==> config.mk <==
export PLATFORM = sky130hd
export DESIGN_NAME = bfdh_ctrl
export DESIGN_NICKNAME = d
export VERILOG_FILES = /design/src/design/bfdh_pkg.sv /design/src/design/bfdh_ctrl.sv
export SDC_FILE = /design/constraint.sdc
export NUM_CORES = 1
export LEC_CHECK = 0
export BUFFER_PORTS_ARGS = -buffer_cell sky130_fd_sc_hd__buf_2
export CORE_AREA = 5 5 42 44
export CTS_CLUSTER_SIZE = 8
export DETAILED_ROUTE_END_ITERATION = 12
export DIE_AREA = 0 0 47 49
export GPL_TIMING_DRIVEN = 0
export HOLD_SLACK_MARGIN = 0.02
export SETUP_SLACK_MARGIN = 0.3
export SLEW_MARGIN = 30
export SYNTH_ARGS = -nofsm -noshare
export SYNTH_HDL_FRONTEND = slang
export SYNTH_SLANG_ARGS = --single-unit
==> constraint.sdc <==
create_clock -name clk -period 1.4 [get_ports clk]
set_clock_uncertainty 0.2 [all_clocks]
set_input_delay 0 -clock clk [delete_from_list [all_inputs] [get_ports clk]]
set_output_delay 0 -clock clk [all_outputs]
set_load 0.05 [all_outputs]
==> src/design/bfdh_pkg.sv <==
// ----------------------------------------------------------------------------
// bfdh_pkg
// Shared types, constants and helpers of the Bloom filter hashing unit.
// ----------------------------------------------------------------------------
`default_nettype none

package bfdh_pkg;

    localparam int MAX_FILTER_BYTES_DEF = 8192;
    localparam int MAX_HASHES_DEF       = 16;

    localparam logic [63:0] SEED_ONE     = 64'h1234_5678_9ABC_DEF0;
    localparam logic [63:0] SEED_TWO     = 64'hFEDC_BA98_7654_3210;
    localparam logic [8:0]  FNV_PRIME_LO = 9'h1B3;
    localparam int          FNV_SHIFT    = 40;

    localparam int          CFG_IDX_W        = 2;
    localparam int          CFG_DATA_W       = 14;
    localparam logic [1:0]  REG_FILTER_BYTES = 2'd0;
    localparam logic [1:0]  REG_NUM_HASHES   = 2'd1;

    localparam logic OP_INSERT = 1'b0;
    localparam logic OP_QUERY  = 1'b1;

    typedef struct packed {
        logic       op;
        logic [7:0] key_byte;
        logic       last_byte;
    } in_item_t;

    typedef struct packed {
        logic maybe_present;
        logic was_query;
    } out_item_t;

    typedef enum logic [3:0] {
        S_CLEAR,
        S_IDLE,
        S_R1_GO,
        S_R1_WAIT,
        S_R2_GO,
        S_R2_WAIT,
        S_RC_GO,
        S_RC_WAIT,
        S_PROBE_RD,
        S_PROBE_WR,
        S_DONE
    } state_t;

    typedef enum logic [1:0] {
        SEL_H1,
        SEL_H2,
        SEL_WRAP
    } rem_sel_t;

    typedef struct packed {
        logic     clear_step;
        logic     hash_update;
        logic     hash_reset;
        logic     rem_start;
        rem_sel_t rem_sel;
        logic     probe_init;
        logic     probe_read;
        logic     probe_apply;
        logic     result_out;
    } ctrl_cmd_t;

    typedef struct packed {
        logic clear_done;
        logic rem_done;
        logic zero_hashes;
        logic last_probe;
    } ctrl_status_t;

    function automatic logic [63:0] fnv_step(input logic [63:0] h, input logic [7:0] b);
        logic [63:0] x;
        x = h ^ {56'd0, b};
        return (x << FNV_SHIFT) + (x * {55'd0, FNV_PRIME_LO});
    endfunction

endpackage

`default_nettype wire

==> src/design/bfdh_ctrl.sv <==
// ----------------------------------------------------------------------------
// bfdh_ctrl
// Sequencer: store clearing, key intake, reductions and probe loop.
// ----------------------------------------------------------------------------
`default_nettype none

module bfdh_ctrl
    import bfdh_pkg::*;
(
    input  wire logic         clk,
    input  wire logic         rst_n,
    input  wire logic         start,
    input  wire logic         last_byte,
    input  wire ctrl_status_t status,
    output ctrl_cmd_t         cmd,
    output logic              busy
);

    state_t state_reg, state_next;

    always_comb
    begin
        state_next = state_reg;
        case (state_reg)
            S_CLEAR:    if (status.clear_done) state_next = S_IDLE;
            S_IDLE:     if (start && last_byte) state_next = S_R1_GO;
            S_R1_GO:    state_next = S_R1_WAIT;
            S_R1_WAIT:  if (status.rem_done) state_next = S_R2_GO;
            S_R2_GO:    state_next = S_R2_WAIT;
            S_R2_WAIT:  if (status.rem_done) state_next = S_RC_GO;
            S_RC_GO:    state_next = S_RC_WAIT;
            S_RC_WAIT:
            begin
                if (status.rem_done)
                begin
                    state_next = status.zero_hashes ? S_DONE : S_PROBE_RD;
                end
            end
            S_PROBE_RD: state_next = S_PROBE_WR;
            S_PROBE_WR: state_next = status.last_probe ? S_DONE : S_PROBE_RD;
            S_DONE:     state_next = S_IDLE;
            default:    state_next = S_IDLE;
        endcase
    end

    always_comb
    begin
        cmd         = '0;
        cmd.rem_sel = SEL_H1;
        case (state_reg)
            S_CLEAR:    cmd.clear_step = 1'b1;
            S_IDLE:     cmd.hash_update = start;
            S_R1_GO:
            begin
                cmd.rem_start = 1'b1;
                cmd.rem_sel   = SEL_H1;
            end
            S_R1_WAIT:  cmd.rem_sel = SEL_H1;
            S_R2_GO:
            begin
                cmd.rem_start = 1'b1;
                cmd.rem_sel   = SEL_H2;
            end
            S_R2_WAIT:  cmd.rem_sel = SEL_H2;
            S_RC_GO:
            begin
                cmd.rem_start = 1'b1;
                cmd.rem_sel   = SEL_WRAP;
            end
            S_RC_WAIT:
            begin
                cmd.rem_sel    = SEL_WRAP;
                cmd.probe_init = status.rem_done;
            end
            S_PROBE_RD: cmd.probe_read = 1'b1;
            S_PROBE_WR: cmd.probe_apply = 1'b1;
            S_DONE:
            begin
                cmd.result_out = 1'b1;
                cmd.hash_reset = 1'b1;
            end
            default:    cmd = '0;
        endcase
    end

    always_ff @(posedge clk or negedge rst_n)
    begin
        if (!rst_n)
        begin
            state_reg <= S_CLEAR;
        end
        else
        begin
            state_reg <= state_next;
        end
    end

    assign busy = (state_reg != S_IDLE);

endmodule

`default_nettype wire

## Yosys cells after proc, flatten, opt, wreduce, memory -nomap -nowiden

Index checks and enable logic that the tools add are counted.

- Shifts and indexed selects: 0
- Order comparisons: 0
- $mul: 0
- Bitwise logic cells: 0
- Add/subtract/negate cells: 0
- Mux-type cells: 16
- Eq/ne operators: 16
- Reductions and logical operators: 6
- Divide/modulo/power cells: 0

Operators with widths:

| kind | count |
|---|---|
| 4-bit case mux with 10 select lines | 1 |
| 4-bit 2-to-1 mux | 5 |
| 4-bit by 3-bit == test with 1-bit output, second input constant | 4 |
| 4-bit == test, second input constant | 3 |
| 2-bit != test, second input constant | 5 |
| 4-bit by 2-bit == test with 1-bit output, second input constant | 2 |
| 1-bit 2-to-1 mux | 7 |
| 5-bit AND reduction | 1 |
| 4-bit by 1-bit == test with 1-bit output, second input constant | 1 |
| 4-bit logical NOT | 1 |
| 2-bit 2-to-1 mux | 2 |
| 4-bit by 1-bit != test with 1-bit output, second input constant | 1 |
| 2-bit case mux with 2 select lines | 1 |
| 2-bit OR reduction | 2 |
| 3-bit OR reduction | 1 |
| 1-bit logical AND | 1 |

- Bits in writable memories: 0
- Register bits after elaboration: 4
- Word-level logic and storage cells: 39
- Output and inout bits: 11
- Memories kept: 0
- ROM bits: 0
- Bits in latches: 0
- Input bits: 8

## Logic depth before layout (Yosys ltp)

Gate-level depths: netlist of the first run.

- Depth after elaboration: 3
- Depth in mapped cells: 5
- Gate-level depth less buffers: 4

## Worst setup path before layout of the first run

No wires, ideal clock.

- Path kind: flip-flop to output port
- Start point: register state_reg[0]
- End point: output cmd[7] in the netlist's numbering
- Arrival: 2.716 ns
- Path buffers: 2
- Path slack: -1.516 ns
- Data required time: 1.200 ns
- Cell stages (with the launch flop): 4
- Cell sequence: dfrtp_1 -> buf_4 -> nor4b_1 -> buf_4

RTL lines:

| what | line | source |
|---|---|---|
| start: declaration | bfdh_ctrl.sv:19 | `state_t state_reg, state_next;` |
| start signal: assignment | bfdh_ctrl.sv:94 | `state_reg <= state_next;` |
| end: declaration | bfdh_ctrl.sv:15 | `output ctrl_cmd_t cmd,` |

==> results of run 1 <==
-- area by class of cell --
| cell class | instances | area [sq um] | share of cell area |
|---|---|---|---|
| timing repair buffer | 41 | 405 | 0.428 |
| multi-input combinational | 32 | 328 | 0.346 |
| sequential | 4 | 101 | 0.107 |
| buffer | 5 | 56.3 | 0.0594 |
| clock buffer | 3 | 22.5 | 0.0238 |
| tap | 16 | 20.0 | 0.0211 |
| inverter | 3 | 13.8 | 0.0145 |
-- power by group --
group / switching, uW / internal (uW)
clock network: 51.7 / 96.2
logic: 1120 / 1070
registers: 42.2 / 174
total: 1210 / 1340
-- cell usage in the layout, fill, tap and decap left out --
master         netlist  routed
nand3_4              0       1
o22ai_1              1       1
buf_4                3      15
buf_2                1       7
inv_4                0       1
buf_12               0       3
nor2_1               7       2
a21oi_2              1       1
nor2_4               0       5
and3_4               0       2
o32ai_2              0       1
nand2_1              5       3
nor3_4               0       1
nor3b_4              0       1
a22o_1               1       1
buf_6                1      11
nor4b_4              0       1
nand2_2              1       2
o31a_1               1       1
dfrtp_2              0       1
nand2_4              0       1
buf_8                0       6
nand2b_4             0       1
nor3_2               1       1
clkbuf_4             0       3
dfrtp_1              4       3
dlygate4sd3_1        0       4
xor2_1               1       1
nor4_4               0       1
inv_1                3       2
o21ai_2              0       2
a21oi_1              2       2
-- Yosys cell counts, drive strengths merged, types with 2 or more instances --
| cell type | n |
|---|---|
| inv | 3 |
| buf | 5 |
| o21ai | 2 |
| nor2 | 7 |
| and3 | 2 |
| dfrtp | 4 |
| a21oi | 3 |
| nand2 | 6 |
| nor3 | 2 |
-- worst max-delay path, cell delays in order, from the launching register on --
cell and delay (ns):
dfrtp_1 0.39, buf_6 0.14, nor4b_4 0.31, buf_6 0.14, buf_8 0.13
-- cells by family after synthesis --
| family | count (synthesis) | synth area share |
|---|---|---|
| AOI/OAI and AO/OA | 9 | 0.179 |
| and+or+nand+nor | 22 | 0.358 |
| buffers and inverters | 8 | 0.146 |
| DFF | 4 | 0.292 |
| xor gates and xnor gates | 1 | 0.0256 |
-- layer usage --
| layer | up-vias | part of all wire | global-route usage |
|---|---|---|---|
| met2 | 20 | 0.54 | 0.222 |
| li1 | 238 | - | - |
| met3 | 6 | 0.046 | 0.0148 |
| met1 | 234 | 0.37 | 0.156 |
| met5 | - | 0 | 0 |
| met4 | 0 | 0.035 | 0.0922 |
-- worst max path at each step --
stage                   to  slack [ns]  depth (start not counted)
finish              cmd[7]       -0.15                          4
CTS                 cmd[7]       -0.15                          5
global placement    cmd[7]       -0.09                          4
detailed placement  cmd[7]       -0.09                          4
global route        cmd[7]       -0.22                          4
floorplan           cmd[7]       -0.30                          3
-- repair_timing --
action                                 4_1_cts  5_1_grt
setup endpoints to repair                   15       15
gates resized for setup                     39       15
endpoints found under the hold margin        8        2
pin swaps                                    5       10
setup buffers                               12        7
-- metrics by stage --
| step | total power [uW] | TNS [ns] | util |
|---|---|---|---|
| final | 2560 | -1.24 | 0.676 |
| after global routing | 2690 | -1.96 | 0.676 |
| after CTS | 2150 | -0.819 | 0.579 |
| after detailed placement | 1390 | -0.167 | 0.371 |
| after global placement | 1380 | -0.137 | 0.371 |
| after floorplan | 1200 | -0.676 | - |
==> summary.md, run 1 <==
| Metric | Value |
|---|---|
| Max FO, Critical Path | `4` |
| Worst Tran Pin Value | `0.245 ns` |
| Hold_sp | `last_byte` |
| Asr flop ratio synth | `1.00` |
| Average vias per placed instance | `4.79` |
| Period minus WS final | `1.55 ns` |
| Final setup fails | `12` |
| # Max-Cap Violations | `0` |
| FMAX | `0.646 GHz` |
| Setup ws final | `-0.147 ns` |
| RD Place Congestion | `0.691` |
| Failing checks | `hold timing, setup timing` |
| Largest net degree at the start of global routing | `8` |
| Iter 0 DRT Violations | `4` |
| Normalized max-slew margin | `0.836` |
| Global-route wire length before repair | `2210 um` |
| Critical path type | `flip-flop to primary output` |
| Post-Syn Area | `343 sq um` |
| Peak supply drop | `0.00139 V` |
| Synth top area cells | `dfrtp_1 (29%), nor2_1 (7.7%), buf_4 (6.6%)` |
| Fillers | `102` |
| Worst Hold Endpoint | `state_reg[0]$_DFFE_PN0P_` |
| Core Box Area | `0.00140 sq mm` |
| Drt first pass iters | `4` |
| Max-slew violation count | `0` |
| Lkg Pwr | `0.000425 uW` |
| Worst reg-to-reg setup slack | `-0.13 ns` |
| Power per cell area | `2700 mW/mm^2` |
| WL per Instance | `14.4 um` |
| Post-DP Area | `520 sq um` |
| Die width | `47 um` |
| Die Y | `49 um` |
| Htree depth | `1` |
| Initial antenna violation count | `0` |
| Ys Warns | `0` |
| Library cells used by synthesis | `24` |
| Crit end category | `primary output` |
| Number of global-route vias before repair | `484` |
| Total Nets Final | `98` |
| Layout cells sized above 1 | `0.773` |
| P&R area growth vs syn | `176%` |
| CTS buffer count | `3` |
| Total congestion overflow | `0` |
| Port buffer count | `18` |
| Setup crit start kind | `flip-flop` |
| DP Wirelength | `687 um` |
| Hold slack | `-0.0808 ns` |
| Outcome | `finished, violations left` |
| Worst setup startpoint | `state_reg[0]$_DFFE_PN0P_` |
| R2R depth | `7` |
| CTS root buf | `clkbuf_4` |
| RSZ-0062 raised after global routing | `yes` |
| Final Cell Area | `947 sq um` |
| Worst hold path stage count | `4` |
| Routed Antenna Nets | `0` |
| Post-synth EDFFs | `0` |
| Critical Path AT | `1.35 ns` |
| Fin. Hold Viols | `1` |
| Post-Layout Cell Count | `104` |
| I/O pin cnt | `19` |
| Clk pin slew, worst setup/hold paths | `0.04 ns` |
| Final cycle utilization of the critical path | `1.11` |
| Initial Utilization | `0.245` |
| Yosys reg bits | `4` |
| Post-synthesis cell count | `44` |
| CTS Sinks | `4` |
| # DRC | `0` |
| Site Rows | `14` |
| CP required | `1.20 ns` |
| Total die area | `0.00230 sq mm` |
| Total GRT Usage | `0.136` |
| Largest area contributor in the netlist | `dfrtp_1` |
| Reg2reg end | `state_reg[1]$_DFFE_PN0P_` |
| Synth Flop Type | `dfrtp_1` |
| CTS tree | `built` |
| Synthesized Nets | `52` |
| Clk buf depth | `2` |
| Synth top area share | `0.292` |
| Routed wire length | `1500 um` |
| Seq/Total Area, Yosys | `0.292` |
| Max reg flops | `4` |
| Via count | `498` |
| Syn_area_per_cell | `7.79 sq um` |
| Worst R2R Start | `state_reg[2]$_DFFE_PN0P_` |
| Antenna diodes | `0` |
| Cell count after placement | `78` |
| Worst min-delay path category | `primary input to flip-flop` |
| Placement Setup Slack | `-0.0901 ns` |
| Worst-Skew Late Latency | `0.24 ns` |
| # hold bufs at CTS | `4` |
No activity file was read; power rests on OpenSTA's default activity.
==> run 2: changes to the inputs <==
CTS_BUF_LIST = sky130_fd_sc_hd__clkbuf_8   (was unset)
==> summary.md, run 2 (synthesis results as in run 1) <==
| Metric | Value |
|---|---|
| Clk pin slew, worst setup/hold paths | `0.03 ns (about the same)` |
| Commonest non-fill, non-tap cell in the layout | `buf_4` |
| Total die area | `0.00230 sq mm (unchanged)` |
| Htree depth | `1 (unchanged)` |
| Routed wire length | `1540 um (+2.9%)` |
| CTS root buf | `clkbuf_8` |
| Clk buf depth | `2 (unchanged)` |
| CP Cell Sequence | `buf_6 > nor4b_4 > buf_6 > buf_8` |
| Hold_sp | `last_byte` |
| Number of global-route vias before repair | `491 (+1.4%)` |
| Max-slew violation count | `0 (unchanged)` |
| Total congestion overflow | `0 (unchanged)` |
| Setup crit start kind | `flip-flop` |
| DP Wirelength | `687 um (unchanged)` |
| I/O pin cnt | `19 (unchanged)` |
| Final setup fails | `10 (-2)` |
| Antenna diodes | `0 (unchanged)` |
| Setup ws final | `-0.111 ns (+0.0367 ns)` |
| Largest net degree at the start of global routing | `8 (unchanged)` |
| Port buffer count | `18 (unchanged)` |
| Tot Pwr | `2520 uW (-1.5%)` |
| Worst Hold Endpoint | `state_reg[0]$_DFFE_PN0P_` |
| Fin. Hold Viols | `1 (unchanged)` |
| Hold slack | `-0.0705 ns (+0.0103 ns)` |
| Period minus WS final | `1.51 ns (-0.0367 ns)` |
| FMAX | `0.662 GHz (+2.4%)` |
| Slowest stage delay, CP | `0.43 ns (+0.04 ns)` |
| Worst min-delay path category | `primary input to flip-flop` |
| Critical path type | `flip-flop to primary output` |
| CTS buffer count | `3 (unchanged)` |
| RSZ-0062 raised after global routing | `yes` |
| Crit end category | `primary output` |
| Final setup TNS | `-0.621 ns (+0.623 ns)` |
| Final cycle utilization of the critical path | `1.08 (-0.0262)` |
| Layout cells sized above 1 | `0.741 (-0.0316)` |
| # DRC | `0 (unchanged)` |
| Average vias per placed instance | `4.78 (-0.13%)` |
| Worst-Skew Late Latency | `0.22 ns (-0.02 ns)` |
| Routed Antenna Nets | `0 (unchanged)` |
| Iter 0 DRT Violations | `10 (+6)` |
| Power per cell area | `2760 mW/mm^2 (+2.1%)` |
| Max reg flops | `4 (unchanged)` |
| Initial Utilization | `0.245 (unchanged)` |
| # Max-Cap Violations | `0 (unchanged)` |
| Total Nets Final | `95 (-3.1%)` |
| Post-DP Area | `520 sq um (unchanged)` |
| Worst reg-to-reg setup slack | `-0.07 ns (+0.06 ns)` |
| Reg2reg end | `state_reg[1]$_DFFE_PN0P_` |
| P&R area growth vs syn | `166%` |
| CP max-delay cell | `dfrtp_2` |
| Worst Tran Pin Value | `0.245 ns (-0.000146 ns)` |
| CP required | `1.20 ns (about the same)` |
| Placement Setup Slack | `-0.0901 ns (unchanged)` |
| Die Y | `49 um (unchanged)` |
| Total GRT Usage | `0.134 (-0.00141)` |
| R2R depth | `6 (-1)` |
| Via count | `483 (-3.0%)` |
| Max FO, Critical Path | `6 (+2)` |
| WL per Instance | `15.3 um (+5.9%)` |
| Die width | `47 um (unchanged)` |
| Core Box Area | `0.00140 sq mm (unchanged)` |
| Worst hold path stage count | `4 (unchanged)` |
| RD Place Congestion | `0.691 (unchanged)` |
| Outcome | `finished, violations left` |
| Lkg Pwr | `0.000406 uW (-4.6%)` |
| Global-route wire length before repair | `2220 um (+0.59%)` |
| Peak supply drop | `0.00144 V (+3.6%)` |
| Most frequent cells in the layout | `buf_4 (14), buf_6 (11), buf_2 (7), buf_8 (6)` |
| Final Cell Area | `913 sq um (-3.6%)` |
| Worst R2R Start | `state_reg[1]$_DFFE_PN0P_` |
| Crit-path most repeated cell | `buf_6` |
| Normalized max-slew margin | `0.836 (about the same)` |
| Failing checks | `hold timing, setup timing` |
| Initial antenna violation count | `0 (unchanged)` |
| Site Rows | `14 (unchanged)` |
| Critical Path AT | `1.31 ns (-0.04 ns)` |
| Drt first pass iters | `3 (-1)` |
| CTS Sinks | `4 (unchanged)` |
| CTS tree | `built` |
-- run 2: changes by cell type in the layout (fill, tap and decap cells not counted), sizes merged --
| cell | previous run | this run |
|---|---|---|
| buf | 42 | 39 |
-- run 2: critical path: cells and delay by family, from the launching register on --
kind,cells,cell delay (ns)
flops,1,0.43
buf+inv,3,0.43
simple gates,1,0.24
-- run 2: stage by stage --
| step | utilization | hold WS (ns) | instances |
|---|---|---|---|
| after floorplan | - | -0.496 | 44 |
| after global placement | 0.371 | -0.393 | 78 |
| after detailed placement | 0.371 | -0.392 | 78 |
| after CTS | 0.592 | -0.126 | 97 |
| after global routing | 0.652 | -0.0669 | 101 |
| final | 0.652 | -0.0705 | 101 |
-- run 2: worst max-delay path by stage --
stage | to | cells past startpoint | slack, ns | startpoint
2_1_floorplan | cmd[7] | 3 | -0.30 | state_reg[0]$_DFFE_PN0P_
3_3_place_gp | cmd[7] | 4 | -0.09 | state_reg[3]$_DFFE_PN0P_
3_5_place_dp | cmd[7] | 4 | -0.09 | state_reg[3]$_DFFE_PN0P_
4_1_cts | cmd[7] | 5 | -0.12 | state_reg[1]$_DFFE_PN0P_
5_1_grt | cmd[7] | 4 | -0.18 | state_reg[3]$_DFFE_PN0P_
6_report | cmd[7] | 4 | -0.11 | state_reg[3]$_DFFE_PN0P_
-- run 2: final cells by class --
class	count	area [sq um]
plain buffers	5	56.3
clock buffers	3	41.3
fillers	108	488
inverters	3	13.8
multi-input cells	32	323
flip-flops and latches	4	101
well taps	16	20.0
repair buffers	38	358
-- run 2: metal layers --
metal,GRT usage,share of wire,vias up
met3,0.0185,0.021,6
li1,-,-,231
met1,0.165,0.42,231
met5,0,0,-
met4,0.0783,0.028,0
met2,0.213,0.53,15
-- run 2: power by group --
part / internal (uW) / leakage [uW] / switching, uW / total [uW]
registers: 174 / 0.0000473 / 41.4 / 216
logic: 958 / 0.000337 / 1100 / 2060
clock network: 183 / 0.0000216 / 58.3 / 241
-- run 2: repair_timing --
| action | 4_1_cts | 5_1_grt |
|---|---|---|
| hold endpoints to repair | 8 | 5 |
| pin swaps | 5 | 13 |
| gates resized for setup | 39 | 13 |
| hold buffers | 4 | 1 |
| setup buffers | 12 | 4 |
| setup endpoints to repair | 15 | 16 |
==> run 3: changes to the inputs <==
CORE_AREA = 5 5 44 46   (was 5 5 42 44)
DIE_AREA = 0 0 49 51   (was 0 0 47 49)
==> summary.md, run 3 (synthesis results as in run 1) <==
| Metric | Value |
|---|---|
| Final Cell Area | `877 sq um (-4.0%)` |
| Commonest non-fill, non-tap cell in the layout | `buf_6` |
| Htree depth | `1 (unchanged)` |
| # DRC | `0 (unchanged)` |
| Layout cells sized above 1 | `0.774 (+0.0326)` |
| Iter 0 DRT Violations | `1 (-9)` |
| Largest net degree at the start of global routing | `10 (+2)` |
| Tot Pwr | `2340 uW (-7.1%)` |
| Final cycle utilization of the critical path | `1.11 (+0.0284)` |
| Normalized max-slew margin | `0.823 (-0.0131)` |
| Routed Antenna Nets | `0 (unchanged)` |
| Critical path type | `flip-flop to primary output` |
| Worst min-delay path category | `primary input to flip-flop` |
| Fin. Hold Viols | `5 (+4)` |
| CP required | `1.20 ns (about the same)` |
| R2R depth | `6 (unchanged)` |
| # hold bufs at CTS | `4 (unchanged)` |
| Clk pin slew, worst setup/hold paths | `0.03 ns (about the same)` |
| Worst Tran Pin Value | `0.265 ns (+0.0195 ns)` |
| # Max-Cap Violations | `0 (unchanged)` |
| Period minus WS final | `1.55 ns (+0.0398 ns)` |
| Total Nets Final | `94 (-1.1%)` |
| Max reg flops | `4 (unchanged)` |
| Critical Path AT | `1.35 ns (+0.04 ns)` |
| Final setup fails | `11 (+1)` |
| Outcome | `finished, violations left` |
| Via count | `467 (-3.3%)` |
| Failing checks | `hold timing, setup timing` |
| Total GRT Usage | `0.113 (-0.0218)` |
| Initial antenna violation count | `0 (unchanged)` |
| WL per Instance | `12.7 um (-17%)` |
| RD Place Congestion | `0.705 (+2.0%)` |
| Site Rows | `14 (unchanged)` |
| RSZ-0062 raised after global routing | `yes` |
| FMAX | `0.645 GHz (-2.6%)` |
| Die width | `49 um (+4.3%)` |
| Total congestion overflow | `0 (unchanged)` |
| Drt first pass iters | `2 (-1)` |
| Worst-Skew Late Latency | `0.22 ns (about the same)` |
| CTS root buf | `clkbuf_8` |
| Crit end category | `primary output` |
| Max-slew violation count | `0 (unchanged)` |
| CTS buffer count | `3 (unchanged)` |
| Number of global-route vias before repair | `507 (+3.3%)` |
| Max FO, Critical Path | `5 (-1)` |
| Setup crit start kind | `flip-flop` |
| Antenna diodes | `0 (unchanged)` |
| Peak supply drop | `0.00170 V (+18%)` |
| Most frequent cells in the layout | `buf_6 (13), buf_4 (12), buf_2 (9), buf_8 (5)` |
| Post-DP Area | `520 sq um (unchanged)` |
| Lkg Pwr | `0.000398 uW (-1.8%)` |
| I/O pin cnt | `19 (unchanged)` |
| Port buffer count | `18 (unchanged)` |
| Total die area | `0.00250 sq mm (+8.5%)` |
| CTS Sinks | `4 (unchanged)` |
| DP Wirelength | `713 um (+3.8%)` |
| Power per cell area | `2670 mW/mm^2 (-3.3%)` |
| Die Y | `51 um (+4.1%)` |
| Routed wire length | `1270 um (-18%)` |
| Setup ws final | `-0.151 ns (-0.0398 ns)` |
| Initial Utilization | `0.233 (-0.0116)` |
| Worst hold path stage count | `4 (unchanged)` |
| Global-route wire length before repair | `2200 um (-0.90%)` |
| Clk buf depth | `2 (unchanged)` |
| CTS tree | `built` |
| Hold slack | `-0.103 ns (-0.0322 ns)` |
| Average vias per placed instance | `4.67 (-2.3%)` |
| Core Box Area | `0.00147 sq mm (+5.0%)` |
| P&R area growth vs syn | `156%` |
-- run 3: layout make-up --
type | instances | area (sq um)
clock buffers | 3 | 41.3
fillers | 130 | 594
multi-input cells | 32 | 314
well taps | 16 | 20.0
inverters | 3 | 13.8
flip-flops and latches | 4 | 101
repair buffers | 37 | 330
plain buffers | 5 | 56.3
-- run 3: timing repair --
| action | 4_1_cts | 5_1_grt |
|---|---|---|
| setup buffers | 12 | 2 |
| gates resized for setup | 41 | 11 |
| endpoints found under the hold margin | 8 | 1 |
| gates cloned | 1 | 0 |
| pin swaps | 9 | 5 |
| setup endpoints to repair | 15 | 15 |
-- run 3: worst paths after layout --
check | startpoint | to | slack [ns]
max | state_reg[0]$_DFFE_PN0P_ | cmd[7] | -0.15
min | last_byte | state_reg[0]$_DFFE_PN0P_ | -0.10
max reg2reg | state_reg[0]$_DFFE_PN0P_ | state_reg[1]$_DFFE_PN0P_ | -0.06
min reg2reg | state_reg[3]$_DFFE_PN0P_ | state_reg[2]$_DFFE_PN0P_ | 0.44
max in group asynchronous | rst_n | state_reg[3]$_DFFE_PN0P_ | 0.88
min in group asynchronous | rst_n | state_reg[0]$_DFFE_PN0P_ | 0
-- run 3: metal layers --
layer	share of wire	up-vias	wire, um	track usage
met5	0	-	0	0
met4	0.021	0	27	0.0807
met3	0.065	3	83	0.0233
met2	0.51	17	654	0.198
met1	0.40	214	508	0.120
li1	-	233	-	-
-- run 3: worst max-delay path, cell delays in order (launching register included) --
cell and delay (ns):
dfrtp_1 0.38, buf_6 0.15, nor4b_4 0.33, buf_6 0.14
buf_8 0.13
-- run 3: power breakdown --
group | internal (uW) | total, uW | switching (uW)
Combinational | 853 | 1880 | 1030
Sequential | 174 | 211 | 36.7
Clock | 183 | 245 | 61.3
Total | 1210 | 2340 | 1130
-- run 3: metrics by stage --
| step | setup WS (ns) | utilization | hold WS [ns] | cells | setup TNS (ns) |
|---|---|---|---|---|---|
| floorplan | -0.303 | - | -0.496 | 44 | -0.676 |
| global placement | -0.0982 | 0.354 | -0.393 | 78 | -0.164 |
| detailed placement | -0.0942 | 0.354 | -0.391 | 78 | -0.197 |
| CTS | -0.129 | 0.563 | -0.122 | 98 | -0.715 |
| global route | -0.200 | 0.596 | -0.0664 | 100 | -1.46 |
| finish | -0.151 | 0.596 | -0.103 | 100 | -0.776 |
